`src/tdr_ram.sv`:
```
// ----------------------------------------------------------------------------
// tdr_ram: generic simple dual-port RAM
// One write port and one read port with registered read data.
// ----------------------------------------------------------------------------
module tdr_ram #(
    parameter int WIDTH = 8,
    parameter int DEPTH = 256
) (
    input  logic                     i_clk,
    input  logic                     i_we,
    input  logic [$clog2(DEPTH)-1:0] i_wr_addr,
    input  logic [WIDTH-1:0]         i_wr_data,
    input  logic [$clog2(DEPTH)-1:0] i_rd_addr,
    output logic [WIDTH-1:0]         o_rd_data
);

    logic [WIDTH-1:0] r_mem [DEPTH];
    logic [WIDTH-1:0] r_rd_data;

    always_ff @(posedge i_clk) begin
        if (i_we) begin
            r_mem[i_wr_addr] <= i_wr_data;
        end
        r_rd_data <= r_mem[i_rd_addr];
    end

    assign o_rd_data = r_rd_data;

endmodule

```
`config.mk`:
```
export PLATFORM = sky130hd
export DESIGN_NAME = tdr_ram
export DESIGN_NICKNAME = d
export VERILOG_FILES = /design/src/tdr_ram.sv
export SDC_FILE = /design/constraint.sdc
export NUM_CORES = 2
export LEC_CHECK = 0
export ABC_AREA = 1
export BUFFER_PORTS_ARGS = -buffer_cell sky130_fd_sc_hd__buf_2
export CAP_MARGIN = 30
export CORE_AREA = 2 2 531 533
export DETAILED_ROUTE_END_ITERATION = 10
export DIE_AREA = 0 0 533 535
export PLACE_DENSITY_LB_ADDON = 0.15
export SYNTH_ARGS = -nofsm -noshare
export SYNTH_HDL_FRONTEND = slang
export SYNTH_SLANG_ARGS = --single-unit
```
`constraint.sdc`:
```
create_clock -name i_clk -period 1.6 [get_ports i_clk]
set_input_delay 0.16 -clock i_clk [delete_from_list [all_inputs] [get_ports i_clk]]
set_output_delay 0.16 -clock i_clk [all_outputs]
set_load 0.1 [all_outputs]
```
==> summary.txt <==
Floorplan
  • Die W: 533 um
  • # rows: 194
  • Placeable Area: 0.279 mm2
  • Vert. Die Dim: 535 um
  • Die area: 0.285 mm2
  • Io pins: 34
  • Initial Utilization: 29.9%

Place
  • GP Congestion: 0.851
  • Post-DP HPWL: 179,000 um
  • Port Buf Inserts: 33
  • Placed Area: 0.0952 mm2

CTS
  • Total CTS buffers: 226
  • Clk slew on worst S/H paths: 0.06 ns
  • CTS H-tree lvls: 4
  • Clock tree from TritonCTS: done
  • CTS max path bufs: 4
  • Clock Sinks: 2,056
  • Post-CTS setup repair buffer count: 0
  • Worst-Skew Late Latency: 0.89 ns
  • Clock root cell: clkbuf_16

Yosys
  • Post-synth EDFFs: 2,048
  • Synth cell count leaders: 2,123 x nand2_1, 2,048 x edfxtp_1, 2,019 x nand3_1
  • Ys Warns: 0
  • Synth unique cells: 14
  • Syn Std Cell Area: 0.0834 mm2
  • Synth Area in Compound Gates: 0%
  • Top cell type by total area after synthesis: edfxtp_1
  • Largest family of logic cells by synthesized area: simple AND/OR/NAND/NOR gates
  • Ranking of synthesized cells by area: edfxtp_1 74%, nand3_1 12%, nand2_1 9.6%, buf_2 1.6%, nor2_1 1.3%
  • Post-synthesis mux area share: 0%
  • Post-synthesis cell count: 7,003
  • Sequential fraction of the synthesis area: 73.9%
  • Count leader, synth: nand2_1
  • Top FF cell, synth: edfxtp_1
  • Async S/R FF share, synth: 0%
  • XOR/XNOR share of the synthesized area: 0%
  • #FFs+latches synth: 2,056
  • Post-Synthesis Net Count: 7,029
  • Top-area cell type share of the netlist area: 73.7%
  • Synth Area in Simple Gates: 22.9%
  • Syn avg cell area: 11.9 um2
  • Post-Synth Adder-Cell Area: 0%

STA
  • Final worst slack: -0.0815 ns
  • RSZ-0062 raised after global routing: true
  • Max-slew violation count: 0
  • Fin. Hold Viols: 0
  • Finish-stage setup viols: 6
  • Fmax: 595 MHz
  • Slew @ Worst Pin: 0.620 ns
  • Clock Skew: 0.0579 ns
  • Slew margin rel.: 58.6%
  • Period Utilization, post-route: 105%
  • Crit path time final: 1.68 ns

Setup path
  • Delay of the slowest critical-path stage: 0.33 ns
  • Worst path cell trace: buf_6, buf_12
  • Critical path required time: 1.44 ns
  • Worst Path Max Fanout: 1
  • Slowest CP cell: dfxtp_2
  • CP startpoint kind: register
  • CP Capture Type: output pin
  • WP data arrival: 1.52 ns
  • Setup Crit Path Kind: reg2out

Layout
  • Share of layout cells above drive strength 1: 20.3%
  • Cell area after layout: 0.105 mm2
  • Final nets: 7,692
  • Multi-input gate area: 0.0212 mm2
  • Finished Core Util: 37.5%
  • Sequential Area: 0.0617 mm2
  • Layout area overhead: 25.4%
  • Layout fillers: 26.9k

Global routing
  • Initial antenna violation count: 15
  • Pin count of the biggest net entering global routing: 69
  • First-pass GRT wire length: 397,000 um
  • Total gr overflow: 0
  • Total track usage: 18.9%
  • Vias in the first global route: 55.5k

Power and ir drop
  • PD cells: 1150 mW/mm2
  • Maximum vdd drop: 860 uV
  • Leakage power: 0.0375 uW

Detailed routing
  • WL final: 275,000 um
  • DR vias/cell: 4.87
  • Drt first pass iters: 5
  • 1st-iter DRT viols: 5,055
  • Wire per inst: 23.7 um
  • Vias: 56.3k
  • Final ANT Viol Nets: 0
  • # DRC: 0

Run status
  • Status: complete, but fails checks
  • Failing checks: setup timing

Flow run
  • Number of max-cap violations: 0

Min path
  • Worst hold path class: in2reg
==> state kept, by name (all words and copies together), names as in the netlist <==
name	count
r_mem	2048
o_rd_data	8
==> final cells by class <==
cell class | instances | area share (%)
timing repair buffer | 918 | 9.22
clock buffer | 264 | 5.56
multi-input combinational | 4425 | 20.3
tap | 3724 | 4.46
sequential | 2056 | 59.0
clock inverter | 139 | 1.32
inverter | 39 | 0.175
antenna | 7 | 0.0167
==> per-layer routing <==
layer | share of wire [%] | wire length [um] | vias up | global-route usage (%)
met5 | 0 | 0 | - | 0
met4 | 2.8 | 7640 | 0 | 5.60
met3 | 4.4 | 12100 | 383 | 2.19
met2 | 48 | 131000 | 1356 | 31.2
met1 | 45 | 124000 | 28347 | 26.1
li1 | - | - | 26234 | -
==> power by group <==
part	switching, uW	total, uW	leakage (uW)	internal, uW
logic	6380	9470	0.0155	3090
registers	95.0	59500	0.0185	59400
clock network	21600	51800	0.00353	30200
total	28100	121000	0.0375	92600
==> per-stage QoR <==
stage,setup slack (ns),std cells,hold WS (ns),TNS [ns],total power [uW]
floorplan,-0.0515,7003,0.259,-10.53,64400
global placement,-1.12,11158,0.540,-108.68,69600
detailed placement,-1.11,11158,0.540,-118.41,69600
CTS,-0.146,11565,0.0314,-0.906,122000
global route,-0.118,11570,0.127,-0.613,125000
finish,-0.0815,11572,0.109,-0.312,121000
==> placed cells by master (no fill, tap or decap), types with 7 or more instances in the layout <==
master and instances:
buf_12 212, buf_2 12, buf_4 667, buf_8 11
bufinv_16 27, clkbuf_1 37, clkbuf_16 227, clkinv_1 45
clkinv_2 49, clkinvlp_4 10, dfxtp_4 7, diode_2 7
dlygate4sd3_1 10, edfxtp_1 2048, inv_1 34, inv_6 7
nand2_1 2089, nand2_2 32, nand3_1 1705, nand3_2 262
nand3_4 52, nor2_1 283
==> worst max-delay path: cells and delay by family, from the launching register on <==
family   cells  cell delay, ns
buf+inv      2            0.29
flops        1            0.33
==> repair_timing <==
action	in CTS	in global routing
hold endpoints to repair	1635	0
pin swaps	13	67
hold buffers	10	0
setup endpoints to repair	16	16
resized for setup	174	233
==> worst paths after layout <==
| kind | from | to | slack [ns] | depth (start not counted) |
|---|---|---|---|---|
| hold reg to reg | r_mem[154][4] | o_rd_data[4] | 1.00 | 10 |
| hold / removal | i_wr_addr[7] | r_mem[70][3] | 0.11 | 6 |
| setup reg to reg | r_mem[62][3] | o_rd_data[3] | -0.05 | 10 |
| setup / recovery | o_rd_data[1] | o_rd_data[1] | -0.08 | 2 |
==> cells by family after synthesis <==
logic type,count (synthesis)
buffers and inverters,522
flip-flops,2056
AND/OR/NAND/NOR,4425
No activity file was read; power rests on OpenSTA's default activity.
