File: config.mk
export PLATFORM = sky130hd
export DESIGN_NAME = tdr_mac
export DESIGN_NICKNAME = d
export VERILOG_FILES = /design/src/tdr_pkg.sv /design/src/tdr_mac.sv
export SDC_FILE = /design/constraint.sdc
export NUM_CORES = 2
export LEC_CHECK = 0
export BUFFER_PORTS_ARGS = -buffer_cell sky130_fd_sc_hd__buf_4
export CAP_MARGIN = 15
export CORE_MARGIN = 3
export CORE_UTILIZATION = 55
export DETAILED_ROUTE_END_ITERATION = 10
export PLACE_DENSITY_LB_ADDON = 0.3
export SYNTH_ARGS = -nofsm -noshare
export SYNTH_HDL_FRONTEND = slang
export SYNTH_SLANG_ARGS = --single-unit
File: constraint.sdc
create_clock -name i_clk -period 6.1 [get_ports i_clk]
set_input_delay 1.22 -clock i_clk [delete_from_list [all_inputs] [get_ports i_clk]]
set_output_delay 1.22 -clock i_clk [all_outputs]
set_load 0.03 [all_outputs]
File: src/tdr_pkg.sv
// ----------------------------------------------------------------------------
// tdr_pkg: shared types and constants of the triangle depth rasterizer
// Item kinds, arithmetic widths and the control structs that go to the shared
// multiply-accumulate and divider units.
// ----------------------------------------------------------------------------
package tdr_pkg;

    localparam int SCREEN_W_DEF = 128;
    localparam int SCREEN_H_DEF = 128;

    // Depth of a cleared pixel: -1.0 in Q4.12.
    localparam logic signed [15:0] DEPTH_CLEAR = -16'sd4096;
    localparam logic signed [15:0] DEPTH_MAX   = 16'sh7FFF;
    localparam logic signed [15:0] DEPTH_MIN   = 16'sh8000;

    // Multiplier operand and accumulator widths.
    localparam int MUL_A_W = 18;
    localparam int MUL_B_W = 30;
    localparam int ACC_W   = 48;

    // Divider widths: remainder, quotient and step counter.
    localparam int DIV_W  = 48;
    localparam int QUO_W  = 29;
    localparam int STEP_W = 5;

    typedef enum logic [1:0] {
        KIND_CLEAR = 2'd0,
        KIND_DRAW  = 2'd1,
        KIND_READ  = 2'd2,
        KIND_NONE  = 2'd3
    } t_kind;

    typedef enum logic [1:0] {
        MAC_LOAD,
        MAC_ADD,
        MAC_SUB
    } t_mac_mode;

    typedef struct packed {
        logic      go;
        t_mac_mode mode;
    } t_mac_req;

    typedef struct packed {
        logic              go;
        logic [STEP_W-1:0] steps;
    } t_div_req;

endpackage

File: src/tdr_mac.sv
// ----------------------------------------------------------------------------
// tdr_mac: shared multiply-accumulate unit
// Three-stage pipe: operand register, product register, accumulator.
// ----------------------------------------------------------------------------
module tdr_mac (
    input  logic                                    i_clk,
    input  logic                                    i_rst_n,
    input  tdr_pkg::t_mac_req                       i_req,
    input  logic signed [tdr_pkg::MUL_A_W-1:0]      i_opa,
    input  logic signed [tdr_pkg::MUL_B_W-1:0]      i_opb,
    output logic signed [tdr_pkg::ACC_W-1:0]        o_acc,
    output logic                                    o_done
);

    logic signed [tdr_pkg::MUL_A_W-1:0] r_a;
    logic signed [tdr_pkg::MUL_B_W-1:0] r_b;
    logic signed [tdr_pkg::ACC_W-1:0]   r_prod;
    logic signed [tdr_pkg::ACC_W-1:0]   r_acc;
    tdr_pkg::t_mac_mode                 r_mode1;
    tdr_pkg::t_mac_mode                 r_mode2;
    logic                               r_v1;
    logic                               r_v2;
    logic                               r_v3;

    always_ff @(posedge i_clk) begin
        if (!i_rst_n) begin
            r_v1 <= 1'b0;
            r_v2 <= 1'b0;
            r_v3 <= 1'b0;
        end else begin
            r_v1 <= i_req.go;
            r_v2 <= r_v1;
            r_v3 <= r_v2;
        end
        if (i_req.go) begin
            r_a     <= i_opa;
            r_b     <= i_opb;
            r_mode1 <= i_req.mode;
        end
        if (r_v1) begin
            r_prod  <= r_a * r_b;
            r_mode2 <= r_mode1;
        end
        if (r_v2) begin
            unique case (r_mode2)
                tdr_pkg::MAC_LOAD: r_acc <= r_prod;
                tdr_pkg::MAC_ADD:  r_acc <= r_acc + r_prod;
                tdr_pkg::MAC_SUB:  r_acc <= r_acc - r_prod;
                default:           r_acc <= r_prod;
            endcase
        end
    end

    assign o_acc  = r_acc;
    assign o_done = r_v3;

endmodule

==> flow_summary.toml <==
[status]
status = "complete, but fails checks"
violations = "negative setup slack"

[finish]
num-fill-cells = 3939
register_area_sq_um = 4507
antenna_cells = 0
postLayoutCellArea_sq_um = 31540
syn2layout_area_growth_pct = 15.32
layout-drive-gt1-share_pct = 15.00
fin_nets = 3868
fin_cells = 3804
multi_input_area_sq_um = 20570

[critical_path]
slowest_delay_ns = 0.54
start_kind = "flop"
path_delay_family = "adder cells"
worst_path_most_repeated_cell = "fa_1"
cp_max_fo = 8
worstPathCellList = "buf_4 > nand2_1 > fa_1 > fa_1 > fa_1 > inv_2 > fa_1 > fa_1 > inv_2 > fa_1 > inv_2 > ha_4 > a21oi_2 > nand2_1 > a221o_1 > a221oi_4 > o221ai_4 > a41oi_4 > o41ai_4 > a31oi_1 > xnor2_1"
cp.arrival_ns = 6.59
cp.required_ns = 6.33
crit_slowest_cell = "edfxtp_1"
critPathBufInv = 4
critPathCaptureType = "flop"
worstSetupPathType = "flop to flop"

[clock_network]
insertion_delay_ns = 0.50
cts_tree = "done"
clkTransAtPathRegs_ns = 0.07
h-tree-depth = 4
cts_inserted_buffers = 17
cts-root-buf = "clkbuf_16"
clockBufferDepth = 2
cts.sinks = 151

[route]
drcViolationCount = 0
wl_mm = 66.42
post_drt_wl_per_cell_microns = 17.46
via_per_inst = 5.382
drt_iter0_drc = 1808
first_pass_iters = 7
vias = 20475
ant_nets = 0

[placed_design]
post_dp_cell_area_sq_um = 30240
place_inst = 3742
hpwlAfterDp_mm = 55.47
io_buffers = 101
place_congestion = 0.9143

[yosys]
syn_area_sq_um = 27350
yosys_register_bits = 151
synthFlopType = "edfxtp_1"
synthCells = 2897
synth_edf_count = 148
synth_area_leader_cell = "fa_1"
async_reset_ff_share_pct = 0
avgSynthCellArea_sq_um = 9.439
synthDistinctLibCells = 78
netlist.area_leader.share_pct = 38.21
synth_nets = 3638
ys_warn_count = 0
synthTopCellsByArea = "fa_1 (38%), edfxtp_1 (16%), inv_1 (8.2%)"
yosysSeqAreaShare_pct = 16.47

[timing]
post-route-min-period_ns = 6.359
worst_pin_slew_ns = 1.092
timing.final.crit_share_pct = 104.2
setup_tns_ns = -2.808
fin_ws_ns = -0.2586
relSlewSlack_pct = 27.23
finalHoldViolCount = 0
max_freq_ghz = 0.1573
setup_violations = 19
rsz0062_at_grt = "true"
fin_worst_skew_ns = 0.01315
slew_violations = 0

[flow_run]
drv_cap = 0

[grt]
grt_pass1_wl_mm = 110.4
antenna_found_initial = 0
grt-ovfl-total = 0
first_global_vias = 21881
grt_max_degree = 71
track_usage_pct = 26.21

[die]
dieWidth_microns = 229.0
die-area_sq_um = 52430
start_util_pct = 55.75
core_area_sq_um = 49050
rows = 81
die_h_microns = 229.0
num_io_pins = 102

[hold_path]
holdCritPathClass = "flop to flop"
## cell families after synthesis
kind of cell | Yosys count | share of synthesized area (%)
AO/OA/AOI/OAI | 346 | 8.336
XOR/XNOR | 123 | 3.967
adder cells (fa/ha/maj) | 688 | 45.81
buffers and inverters | 725 | 9.970
flip-flops | 151 | 16.47
multiplexers | 5 | 0.1922
AND/OR/NAND/NOR | 859 | 15.25
## sequential cells by signal, indices dropped and copies added (netlist names)
signal and flops:
o_acc 48, o_done 1, r_a 18, r_b 30, r_mode1 2, r_mode2 2
r_prod 48, r_v1 1, r_v2 1
## final cells by class
cell class / count / share of cell area (%)
Multi-Input combinational cell: 2021 / 65.22
Inverter: 601 / 7.153
Clock buffer: 17 / 1.349
Sequential cell: 151 / 14.29
Timing Repair Buffer: 335 / 8.828
Clock inverter: 15 / 0.5237
Tap cell: 664 / 2.634
## worst paths after layout
| check | startpoint | cells past startpoint | slack, ns | endpoint |
|---|---|---|---|---|
| setup / recovery | r_b[10] | 21 | -0.26 | r_prod[40] |
| setup reg to reg | r_b[10] | 21 | -0.26 | r_prod[40] |
| hold / removal | r_mode1[0] | 0 | 0.43 | r_mode2[0] |
| hold reg to reg | r_mode1[0] | 0 | 0.43 | r_mode2[0] |
## layer usage
metal	global-route usage (%)	part of all wire, %	vias up
met3	4.701	7.1	107
met4	7.333	2.3	0
met1	36.62	44	10236
met5	0	0	-
li1	-	-	9415
met2	42.51	47	717
## cell usage in the layout, fill, tap and decap left out, drive strengths merged, types with 17 or more instances in the layout
cell,n
and2,220
nor2,106
a21o,53
a21oi,93
ha,166
nand2b,23
nand3,17
xnor2,92
inv,606
edfxtp,148
o21ai,82
buf,334
nand2,389
o21a,18
clkbuf,18
nor3,30
fa,522
xor2,31
## metrics by stage
| stage | util, % | setup slack [ns] | hold WS [ns] |
|---|---|---|---|
| 6_report | 64.29 | -0.2586 | 0.4297 |
| 5_1_grt | 64.29 | -0.4809 | 0.4338 |
| 4_1_cts | 63.51 | -0.2094 | 0.4358 |
| 3_5_place_dp | 61.65 | -0.4082 | 0.4231 |
| 3_3_place_gp | 61.65 | -0.1969 | 0.4153 |
| 2_1_floorplan | - | -0.03384 | 0.4003 |
## Yosys cell counts, types with 3 or more instances
cell,count
and2_1,220
xor2_1,31
inv_1,599
a21boi_0,4
and3_1,9
nor4_1,9
o21ai_0,64
a2111oi_0,5
nor2b_1,8
nor3_2,5
a21o_1,53
a221o_1,3
clkbuf_1,120
nand3_1,17
nor3b_1,5
o31a_1,4
nor3_1,25
o21ai_1,18
nand2b_1,23
fa_1,522
o31ai_1,8
nand2_1,389
ha_1,166
or4_1,3
or3_1,10
o21a_1,18
a31oi_1,14
a21oi_1,93
o211ai_1,7
and4_1,6
dfxtp_1,3
mux2i_1,3
nand4_1,13
xnor2_1,91
a211oi_1,13
nor2_1,104
o21bai_1,15
edfxtp_1,148
## what timing repair did
| item | in CTS | in global routing |
|---|---|---|
| pin swaps | 33 | 33 |
| buffers inserted | 12 | 17 |
| hold buffers | 0 | 0 |
| gates cloned | 1 | 0 |
| gates resized for setup | 52 | 58 |
| endpoints found under the setup margin | 22 | 27 |
Power is not shown: default switching activity piles up to over one toggle a cycle in this logic, so the estimate is an artifact.
