[config.mk]
export PLATFORM = sky130hd
export DESIGN_NAME = tdr_div
export DESIGN_NICKNAME = d
export VERILOG_FILES = /design/src/tdr_pkg.sv /design/src/tdr_div.sv
export SDC_FILE = /design/constraint.sdc
export NUM_CORES = 1
export LEC_CHECK = 0
export BUFFER_PORTS_ARGS = -buffer_cell sky130_fd_sc_hd__buf_2
export CORE_ASPECT_RATIO = 0.8
export CORE_MARGIN = 2
export CORE_UTILIZATION = 45
export CTS_CLUSTER_DIAMETER = 80
export CTS_CLUSTER_SIZE = 25
export DETAILED_ROUTE_END_ITERATION = 16
export PLACE_DENSITY_LB_ADDON = 0.08
export SLEW_MARGIN = 20
export SYNTH_ARGS = -nofsm -noshare
export SYNTH_HDL_FRONTEND = slang
export SYNTH_SLANG_ARGS = --single-unit
[constraint.sdc]
create_clock -name i_clk -period 3.62 [get_ports i_clk]
set_clock_uncertainty 0.05 [all_clocks]
set_input_delay 0.724 -clock i_clk [delete_from_list [all_inputs] [get_ports i_clk]]
set_output_delay 0.724 -clock i_clk [all_outputs]
set_load 0.005 [all_outputs]
[src/tdr_pkg.sv]
// ----------------------------------------------------------------------------
// tdr_pkg: shared types and constants of the triangle depth rasterizer
// Item kinds, arithmetic widths and the control structs that go to the shared
// multiply-accumulate and divider units.
// ----------------------------------------------------------------------------
package tdr_pkg;

    localparam int SCREEN_W_DEF = 128;
    localparam int SCREEN_H_DEF = 128;

    // Depth of a cleared pixel: -1.0 in Q4.12.
    localparam logic signed [15:0] DEPTH_CLEAR = -16'sd4096;
    localparam logic signed [15:0] DEPTH_MAX   = 16'sh7FFF;
    localparam logic signed [15:0] DEPTH_MIN   = 16'sh8000;

    // Multiplier operand and accumulator widths.
    localparam int MUL_A_W = 18;
    localparam int MUL_B_W = 30;
    localparam int ACC_W   = 48;

    // Divider widths: remainder, quotient and step counter.
    localparam int DIV_W  = 48;
    localparam int QUO_W  = 29;
    localparam int STEP_W = 5;

    typedef enum logic [1:0] {
        KIND_CLEAR = 2'd0,
        KIND_DRAW  = 2'd1,
        KIND_READ  = 2'd2,
        KIND_NONE  = 2'd3
    } t_kind;

    typedef enum logic [1:0] {
        MAC_LOAD,
        MAC_ADD,
        MAC_SUB
    } t_mac_mode;

    typedef struct packed {
        logic      go;
        t_mac_mode mode;
    } t_mac_req;

    typedef struct packed {
        logic              go;
        logic [STEP_W-1:0] steps;
    } t_div_req;

endpackage

[src/tdr_div.sv]
// ----------------------------------------------------------------------------
// tdr_div: shared restoring divider
// Produces one quotient bit per cycle. The caller preloads the upper part of
// the dividend as the starting remainder and the lower bits msb first.
// ----------------------------------------------------------------------------
module tdr_div (
    input  logic                               i_clk,
    input  logic                               i_rst_n,
    input  tdr_pkg::t_div_req                  i_req,
    input  logic [tdr_pkg::DIV_W-1:0]          i_rem,
    input  logic [tdr_pkg::QUO_W-1:0]          i_low,
    input  logic [tdr_pkg::DIV_W-1:0]          i_den,
    output logic                               o_busy,
    output logic [tdr_pkg::QUO_W-1:0]          o_quo
);

    logic [tdr_pkg::DIV_W-1:0]  r_rem;
    logic [tdr_pkg::DIV_W-1:0]  r_den;
    logic [tdr_pkg::QUO_W-1:0]  r_low;
    logic [tdr_pkg::QUO_W-1:0]  r_quo;
    logic [tdr_pkg::STEP_W-1:0] r_left;
    logic                       r_busy;
    logic [tdr_pkg::DIV_W-1:0]  rem_sh;
    logic [tdr_pkg::DIV_W:0]    diff;
    logic                       qbit;

    assign rem_sh = {r_rem[tdr_pkg::DIV_W-2:0], r_low[tdr_pkg::QUO_W-1]};
    assign diff   = {1'b0, rem_sh} - {1'b0, r_den};
    assign qbit   = !diff[tdr_pkg::DIV_W];

    always_ff @(posedge i_clk) begin
        if (!i_rst_n) begin
            r_busy <= 1'b0;
        end else if (i_req.go) begin
            r_busy <= 1'b1;
        end else if (r_busy && r_left == tdr_pkg::STEP_W'(1)) begin
            r_busy <= 1'b0;
        end
        if (i_req.go) begin
            r_rem  <= i_rem;
            r_low  <= i_low;
            r_den  <= i_den;
            r_quo  <= '0;
            r_left <= i_req.steps;
        end else if (r_busy) begin
            r_rem  <= qbit ? diff[tdr_pkg::DIV_W-1:0] : rem_sh;
            r_low  <= r_low << 1;
            r_quo  <= {r_quo[tdr_pkg::QUO_W-2:0], qbit};
            r_left <= r_left - tdr_pkg::STEP_W'(1);
        end
    end

    assign o_busy = r_busy;
    assign o_quo  = r_quo;

endmodule

==> metrics.md, run 1 <==
| Metric | Value |
|---|---|
| Status | `completed` |
| Vias per cell | `between 5 and 6` |
| GRT Util Overall | `roughly a fifth` |
| # clock sinks | `about 160` |
| Ys async rst share | `0%` |
| Vias | `roughly 7.1k` |
| Net count after synthesis | `1,102` |
| Worst path required time | `roughly 3.7 ns` |
| CTS Buf Count | `17` |
| Synth Warn # | `0` |
| VDD IR max | `317 uV` |
| Max-cap violation count | `0` |
| Synth cell count leaders | `edfxtp_1, inv_1, a21oi_1, nand2_1, nor2_1` |
| Syn Area/Cell | `a little over 10 um2` |
| Nature of the critical path endpoint | `flip-flop` |
| Synthesized cell area | `around 9400 um2` |
| Yosys top cell by area | `edfxtp_1` |
| Worst path arrival time | `approximately 3.5 ns` |
| Total die area | `22,100 um2` |
| Grt ovf | `0` |
| Area Growth Syn to Fin | `19.2%` |
| Core Area | `about 21,000 um2` |
| Hold depth | `1` |
| Mapped Cells | `slightly above 900` |
| Sequential element share of the synthesized area | `a little under half` |
| Max-slew violations | `0` |
| Fin Setup TNS | `0 ns` |
| Die W | `166 um` |
| Register-to-Register Setup Slack | `a little over 0.2 ns` |
| Pre-CTS setup slack | `around 0.17 ns` |
| Reg clk slew, reported paths | `roughly 0.080 ns` |
| Vias in the first global route | `between 6k and 7k` |
| CTS tree | `yes` |
| Placer Congestion | `roughly 0.84` |
| Peak fanout along the critical path | `31` |
| P_leak | `just under 5 nW` |
| Worst r2r path cells | `13` |
| Largest net degree at the start of global routing | `83` |
| Synth Flop Type | `edfxtp_1` |
| Post-route setup slack | `between 0.2 and 0.25 ns` |
| Final setup viols | `0` |
| Worst-Margin Slew | `0.615 ns` |
| Clk root buf | `clkbuf_16` |
| Post-synth EDFFs | `about 130` |
| Terminus of the critical flop-to-flop path | `r_rem[44]` |
| Initial core utilization | `a little under half` |
| Area contributors post-synth | `edfxtp_1, ha_1, dfxtp_1` |
| Synthesized flop and latch total | `~160` |
| Post-synth cell types | `63` |
| CP Launch Type | `flip-flop` |
| Rel. slew slack | `between 50% and 60%` |
| DRT iter0 DRCs | `approximately 430` |
| Initial antenna violation count | `5` |
| Worst-skew pair later-pin latency | `0.43 ns` |
| WHS Endpoint | `r_den[3]` |
| WL/cell | `15.4 um` |
| DRC Markers | `0` |
| Min-Delay Path Class | `in -> reg` |
| R2r startpoint | `r_den[0]` |
| Final period utilization | `approximately 94%` |
| Post-synth top area share | `41.2%` |
| HPWL Detailed | `between 15 and 20 mm` |
| Hold_sp | `i_den[3]` |
| Max H-tree Level | `4` |
| # rows | `47` |
| Nets | `approximately 1.3k` |
| Critical path type | `reg -> reg` |
| Layout cells sized above 1 | `approximately a quarter` |
| Most numerous cell in the Yosys netlist | `edfxtp_1` |
| I/O pins | `approximately 160` |
| First-pass GRT wire length | `approximately 35 mm` |
| DRT Pass-1 Iters | `5` |
| Final hold vios | `0` |
| Crit path time final | `around 3.4 ns` |
| PwrDens | `just under 600 nW/um2` |
| Post-route ant nets | `0` |
| RSZ-0062 raised after global routing | `no` |
| Fmax achieved | `a little under 0.3 GHz` |
| Final Routed Wirelength | `20.9 mm` |
| Vert. Die Dim | `around 130 um` |
| Maximum clock path buffer count | `2` |
| # port buffers | `about 160` |
==> flip-flops by register name, summed over array words and instances (netlist names) <==
signal  cells
r_den      48
r_rem      47
o_quo      29
r_low      29
r_left      5
o_busy      1
==> per-stage QoR <==
stage / total power, mW / hold slack [ns] / instance area (um2) / std cells / utilization [%]
after detailed placement: 4.73 / 0.439 / 10600 / 1322 / 51.4
after global routing: 6.99 / 0.382 / 11200 / 1357 / 54.5
after global placement: 4.70 / 0.427 / 10600 / 1322 / 51.4
final: 6.56 / 0.411 / 11200 / 1360 / 54.5
after floorplan: 4.13 / 0.435 / 9410 / 918 / -
after CTS: 6.58 / 0.388 / 11200 / 1354 / 54.3
==> cells in the final DEF, fill, tap and decap left out, drive strengths merged, types with 25 or more instances in the layout <==
master	synthesis	final
inv	81	91
buf	14	184
ha	50	50
nand2	75	75
mux2	50	50
nor2	75	75
edfxtp	129	129
mux2i	30	30
a21oi	76	76
o21ai	56	56
a21o	25	25
dfxtp	30	30
==> area by class of cell <==
| class | instances | area (um2) |
|---|---|---|
| well taps | 269 | 337 |
| repair buffers | 184 | 1050 |
| clock buffers | 18 | 439 |
| fillers | 1888 | 9370 |
| multi-input cells | 632 | 4440 |
| diodes | 3 | 7.51 |
| clock inverters | 14 | 160 |
| inverters | 81 | 304 |
| flip-flops and latches | 159 | 4480 |
==> power by group <==
part	total [mW]	internal, mW	switching (mW)
Sequential	2.37	2.26	0.109
Combinational	2.36	1.03	1.32
Clock	1.83	0.952	0.880
==> routing by layer <==
metal / global-route usage (%) / wire length [um]
met4: 4.98 / 224
met1: 28.4 / 10600
met3: 7.28 / 1620
met5: 0 / 48
met2: 27.4 / 8360
==> logic make-up (layout without fill, tap and decap cells) <==
group,count (synthesis),count (layout),share of synthesized area (%)
AO/OA/AOI/OAI,230,230,15.6
XOR/XNOR,44,44,4.10
adder cells (fa/ha/maj),51,51,6.86
buffers and inverters,127,297,5.41
flip-flops,159,159,47.6
multiplexers,80,80,9.18
other,0,3,0
AND/OR/NAND/NOR,227,227,11.3
==> repair_timing <==
action	4_1_cts	5_1_grt
setup endpoints to repair	0	18
resized for setup	0	3
hold buffers	0	0
setup buffers	0	3
==> worst max path at each step <==
stage,from,cells after the start,to
CTS,r_rem[1],12,r_rem[20]
floorplan,r_den[0],12,r_rem[40]
finish,r_den[0],13,r_rem[44]
global route,r_low[28],15,r_rem[35]
detailed placement,r_rem[1],12,r_rem[20]
global placement,r_rem[1],12,r_rem[20]
==> worst max-delay path: stages (launching register included) <==
cell	delay (ns)
edfxtp_1	0.37
ha_1	0.23
fa_1	0.41
nor2b_1	0.16
o211ai_1	0.14
a21bo_2	0.27
a31oi_2	0.25
nor3_4	0.08
o211ai_2	0.26
a211oi_4	0.12
buf_4	0.17
buf_12	0.16
a221oi_1	0.41
a21oi_1	0.07
No activity file was read; power rests on OpenSTA's default activity.
==> run 2, diff against run 1 <==
--- a/config.mk
+++ b/config.mk
@@ -12,6 +12,7 @@
 export CTS_CLUSTER_DIAMETER = 80
 export CTS_CLUSTER_SIZE = 25
 export DETAILED_ROUTE_END_ITERATION = 16
+export MAX_ROUTING_LAYER = met4
 export PLACE_DENSITY_LB_ADDON = 0.08
 export SLEW_MARGIN = 20
 export SYNTH_ARGS = -nofsm -noshare
==> metrics.md, run 2 (synthesis results as in run 1) <==
| Metric | Value |
|---|---|
| Status | `completed` |
| Met1 Usage GRT | `a little under 30%` |
| DRC Markers | `0` |
| Final period utilization | `around 94%` |
| Max reg flops | `48` |
| Vert. Die Dim | `roughly 130 um` |
| CTS Buf Count | `17` |
| Worst r2r path cells | `13` |
| GR Util met3 | `under 10%` |
| Placer Congestion | `~0.85` |
| HPWL Detailed | `~15 mm` |
| Die W | `around 170 um` |
| Crit path time final | `3.42 ns` |
| R2r startpoint | `r_den[0]` |
| Seq pwr share | `between 30% and 40%` |
| Leading cell type in the layout, fill and taps excluded | `buf_2` |
| Clk root buf | `clkbuf_16` |
| Terminus of the critical flop-to-flop path | `r_rem[44]` |
| Area Growth Syn to Fin | `19.4%` |
| Grt ovf | `0` |
| Vias per cell | `about 5.2` |
| Fin Hold WS | `0.410 ns` |
| Nature of the critical path endpoint | `flip-flop` |
| CTS tree | `yes` |
| Max H-tree Level | `4` |
| First-pass GRT wire length | `approximately 35 mm` |
| Final Util | `a little over half` |
| GRT Util Overall | `20.1%` |
| Comb pwr share | `36.0%` |
| # clock sinks | `159` |
| Largest reg by FF count | `r_den` |
| Worst-Margin Slew | `0.615 ns` |
| Switching Fraction | `around a third` |
| I/O pins | `roughly 160` |
| Max-slew violations | `0` |
| Clock share of power | `27.9%` |
| Area of the multi-input gates | `between 4000 and 5000 um2` |
| Fmax achieved | `around 0.29 GHz` |
| Rel. slew slack | `approximately 58%` |
| Maximum clock path buffer count | `2` |
| Final hold vios | `0` |
| Internal Pwr Total | `about 4.2 mW` |
| DRT iter0 DRCs | `roughly 500` |
| Design Power | `around 6.6 mW` |
| Total area of sequential cells | `~4500 um2` |
| Crit. Startpoint | `r_den[0]` |
| Core Area | `a little over 20,000 um2` |
| Final setup viols | `0` |
| Peak fanout along the critical path | `31` |
| Nets | `1,259` |
| Initial core utilization | `between 40% and 50%` |
| CTS Hold Bufs | `0` |
| PwrDens | `between 500 and 600 nW/um2` |
| Filler instances | `between 1.5k and 2k` |
| Post-route ant nets | `0` |
| RSZ-0062 raised after global routing | `no` |
| Setup crit end | `r_rem[44]` |
| Final Routed Wirelength | `between 20 and 25 mm` |
| Layout cells sized above 1 | `between 20% and 30%` |
| Total die area | `22,100 um2` |
| Top flop regs | `r_den: 48 flops, r_rem: 47 flops` |
| Worst path required time | `around 3.7 ns` |
| Commonest cells after routing, fill and taps aside | `buf_2, edfxtp_1, inv_1` |
| Vias | `around 7.1k` |
| Fin Setup TNS | `0 ns` |
| P_leak | `4.88 nW` |
| # rows | `47` |
| Reg clk slew, reported paths | `around 0.08 ns` |
| Worst-skew pair later-pin latency | `about 0.43 ns` |
| DRT Pass-1 Iters | `5` |
| Worst path arrival time | `roughly 3.5 ns` |
| WL/cell | `about 15 um` |
| Min-Delay Path Class | `in -> reg` |
| Net switching power | `~2.3 mW` |
| Initial antenna violation count | `5` |
| Pre-CTS setup slack | `between 0.15 and 0.2 ns` |
| Register-to-Register Setup Slack | `~0.2 ns` |
| Largest net degree at the start of global routing | `83` |
| Vias in the first global route | `just under 7k` |
| Post-route setup slack | `slightly above 0.2 ns` |
| Critical path type | `reg -> reg` |
| CP Launch Type | `flip-flop` |
| GRT Max-Usage Layer | `met1` |
| VDD IR max | `316 uV` |
| Max-cap violation count | `0` |
| Met2 global-route usage | `between 20% and 30%` |
| # port buffers | `~160` |
==> run 2: power groups by stage <==
| stage | clock network, mW | logic [mW] | registers, mW |
|---|---|---|---|
| after global placement | 0 | 2.30 | 2.40 |
| after floorplan | 0 | 1.76 | 2.37 |
| after global routing | 1.95 | 2.65 | 2.39 |
| after detailed placement | 0 | 2.32 | 2.40 |
| final | 1.83 | 2.36 | 2.37 |
| after CTS | 1.88 | 2.34 | 2.37 |
==> run 2: cell type report <==
type	count	share of cell area [%]
clock buffer	18	3.91
inverter	81	2.71
sequential	159	39.9
timing repair buffer	184	9.39
clock inverter	14	1.43
multi-input combinational	632	39.5
antenna	7	0.156
tap	269	3.00
==> run 2: what timing repair did <==
| item | 4_1_cts | 5_1_grt |
|---|---|---|
| setup endpoints to repair | 0 | 18 |
| buffers inserted | 0 | 3 |
| resized for setup | 0 | 3 |
==> run 2: worst min-delay path by stage <==
stage	startpoint	cells after the start	slack (ns)	to
4_1_cts	i_den[3]	1	0.39	r_den[3]
3_3_place_gp	o_quo[28]	2	0.43	o_quo[28]
5_1_grt	i_den[5]	1	0.38	r_den[5]
2_1_floorplan	o_quo[28]	2	0.44	o_quo[28]
3_5_place_dp	o_quo[28]	2	0.44	o_quo[28]
6_report	i_den[5]	1	0.41	r_den[5]
==> run 2: through the flow <==
stage               instances  area, um2
finish                   1364      11200
global route             1362      11200
CTS                      1354      11200
detailed placement       1322      10600
global placement         1322      10600
floorplan                 918       9410
==> run 2: routing by layer <==
metal / vias to the layer above / wire [um]
li1: 3635 / -
met1: 3233 / 10900
met2: 188 / 8380
met3: 15 / 1410
met4: 0 / 223
met5: - / 0
==> run 2: critical path, cell delays in order (launching register included) <==
cell,delay [ns]
edfxtp_1,0.37
ha_1,0.23
fa_1,0.41
nor2b_1,0.16
o211ai_1,0.14
a21bo_2,0.27
a31oi_2,0.25
nor3_4,0.08
o211ai_2,0.26
a211oi_4,0.12
buf_4,0.17
buf_12,0.15
a221oi_1,0.41
a21oi_1,0.07
==> run 3, diff against run 2 <==
--- a/config.mk
+++ b/config.mk
@@ -6,7 +6,6 @@
 export NUM_CORES = 1
 export LEC_CHECK = 0
 export BUFFER_PORTS_ARGS = -buffer_cell sky130_fd_sc_hd__buf_2
-export CORE_ASPECT_RATIO = 0.8
 export CORE_MARGIN = 2
 export CORE_UTILIZATION = 45
 export CTS_CLUSTER_DIAMETER = 80
==> metrics.md, run 3 (synthesis results as in run 1) <==
| Metric | Value |
|---|---|
| Placed Instance Area | `about 11,000 um2` |
| PwrDens | `between 500 and 600 nW/um2` |
| Total area of sequential cells | `about 4500 um2` |
| Final hold vios | `0` |
| Placer Congestion | `around 0.84` |
| Largest reg by FF count | `r_den` |
| DRT iter0 DRCs | `324` |
| Peak fanout along the critical path | `41` |
| Filler instances | `1,825` |
| Max reg flops | `48` |
| CP Launch Type | `flip-flop` |
| VDD IR max | `approximately 330 uV` |
| Final Util | `55.4%` |
| First-pass GRT wire length | `between 30 and 40 mm` |
| CTS tree | `yes` |
| WL/cell | `between 15 and 20 um` |
| Initial antenna violation count | `3` |
| Critical path type | `reg -> reg` |
| Nets | `~1.3k` |
| Final Routed Wirelength | `20.8 mm` |
| Nature of the critical path endpoint | `flip-flop` |
| Fin Setup TNS | `0 ns` |
| Total die area | `approximately 22,000 um2` |
| Max-cap violation count | `0` |
| Worst-skew pair later-pin latency | `~0.43 ns` |
| Rel. slew slack | `roughly 54%` |
| I/O pins | `~160` |
| HPWL Detailed | `about 15 mm` |
| Crit. Startpoint | `r_low[28]` |
| # clock sinks | `between 150 and 200` |
| Layout cells sized above 1 | `roughly a quarter` |
| Core Area | `approximately 20,000 um2` |
| Fmax achieved | `between 0.2 and 0.3 GHz` |
| Min-Delay Path Class | `in -> reg` |
| Final period utilization | `94.8%` |
| Die W | `between 100 and 150 um` |
| Max-slew violations | `0` |
| Final std cells w/o fill | `around 1.4k` |
| Design Power | `around 6.6 mW` |
| Grt ovf | `0` |
| Worst path required time | `between 3 and 4 ns` |
| RSZ-0062 raised after global routing | `no` |
| R2r startpoint | `r_low[28]` |
| Terminus of the critical flop-to-flop path | `r_rem[40]` |
| Reg clk slew, reported paths | `around 0.08 ns` |
| Register-to-Register Setup Slack | `roughly 0.19 ns` |
| Vias | `just over 7k` |
| Inst Count DP | `between 1k and 1.5k` |
| Area of the multi-input gates | `around 4500 um2` |
| Maximum clock path buffer count | `2` |
| # rows | `52` |
| Area Growth Syn to Fin | `20.0%` |
| Commonest cells after routing, fill and taps aside | `buf_2, edfxtp_1, inv_1` |
| Hold_sp | `i_den[41]` |
| Top flop regs | `r_den: 48 flops, r_rem: 47 flops` |
| P_leak | `~4.9 nW` |
| Crit path time final | `between 3 and 4 ns` |
| Clk root buf | `clkbuf_16` |
| Hold depth | `1` |
| CTS Buf Count | `17` |
| Max H-tree Level | `4` |
| Worst-Margin Slew | `~0.68 ns` |
| # port buffers | `roughly 160` |
| Leading cell type in the layout, fill and taps excluded | `buf_2` |
| Post-route ant nets | `0` |
| GRT Util Overall | `between 10% and 20%` |
| Vias per cell | `between 5 and 6` |
| Finished Cell Area | `roughly 11,000 um2` |
| Vert. Die Dim | `roughly 150 um` |
| DRT Pass-1 Iters | `5` |
| DRC Markers | `0` |
| Worst r2r path cells | `14` |
| Worst path arrival time | `roughly 3.7 ns` |
| CTS Hold Bufs | `0` |
| Initial core utilization | `between 40% and 50%` |
| Largest net degree at the start of global routing | `about 80` |
| Status | `completed` |
| Vias in the first global route | `7,058` |
| WHS Endpoint | `r_den[41]` |
| Final setup viols | `0` |
[run 3: through the flow]
stage	setup WS [ns]	hold slack (ns)
final	0.188	0.408
after CTS	0.0561	0.384
after global routing	0.00665	0.387
after global placement	0.197	0.426
after detailed placement	0.160	0.429
after floorplan	0.568	0.435
[run 3: timing repair]
item | in CTS | in global routing
setup buffers | 0 | 2
resized for setup | 0 | 4
endpoints found under the setup margin | 0 | 6
[run 3: how the worst max path moves through the flow]
stage                end
5_1_grt         r_rem[4]
4_1_cts        r_rem[40]
3_3_place_gp   r_rem[40]
6_report       r_rem[40]
3_5_place_dp   r_rem[40]
2_1_floorplan  r_rem[40]
[run 3: report_power, final]
part	switching (mW)	leakage, nW	internal [mW]	total [mW]
logic	1.33	3.07	1.05	2.38
registers	0.100	1.53	2.26	2.36
clock network	0.896	0.309	1.01	1.91
total	2.33	4.90	4.32	6.65
[run 3: cell type report]
cell class,instances,share of cell area (%)
inverters,81,2.69
flip-flops and latches,159,39.6
repair buffers,184,9.43
diodes,4,0.0887
clock inverters,15,1.91
well taps,270,2.99
clock buffers,17,3.77
multi-input cells,632,39.5
[run 3: metal layers]
metal	global-route usage [%]	vias to the layer above	routed length [um]	share of wire (%)
met2	30.8	130	9380	45
met3	5.58	19	1200	5.8
met5	-	-	0	0
li1	-	3630	-	-
met4	5.71	0	277	1.3
met1	25.3	3272	9960	48
[run 3: worst max-delay path, cell delays in order (launching register included)]
cell and delay, ns:
edfxtp_1 0.38, inv_1 0.08, ha_1 0.18, fa_1 0.24, nor2b_1 0.08, o211ai_1 0.27
a21bo_2 0.24, a31oi_4 0.12, nor3_4 0.23, o211ai_4 0.13, a211oi_4 0.45, buf_12 0.26
nor3b_1 0.07, mux2_2 0.30, a221oi_2 0.16
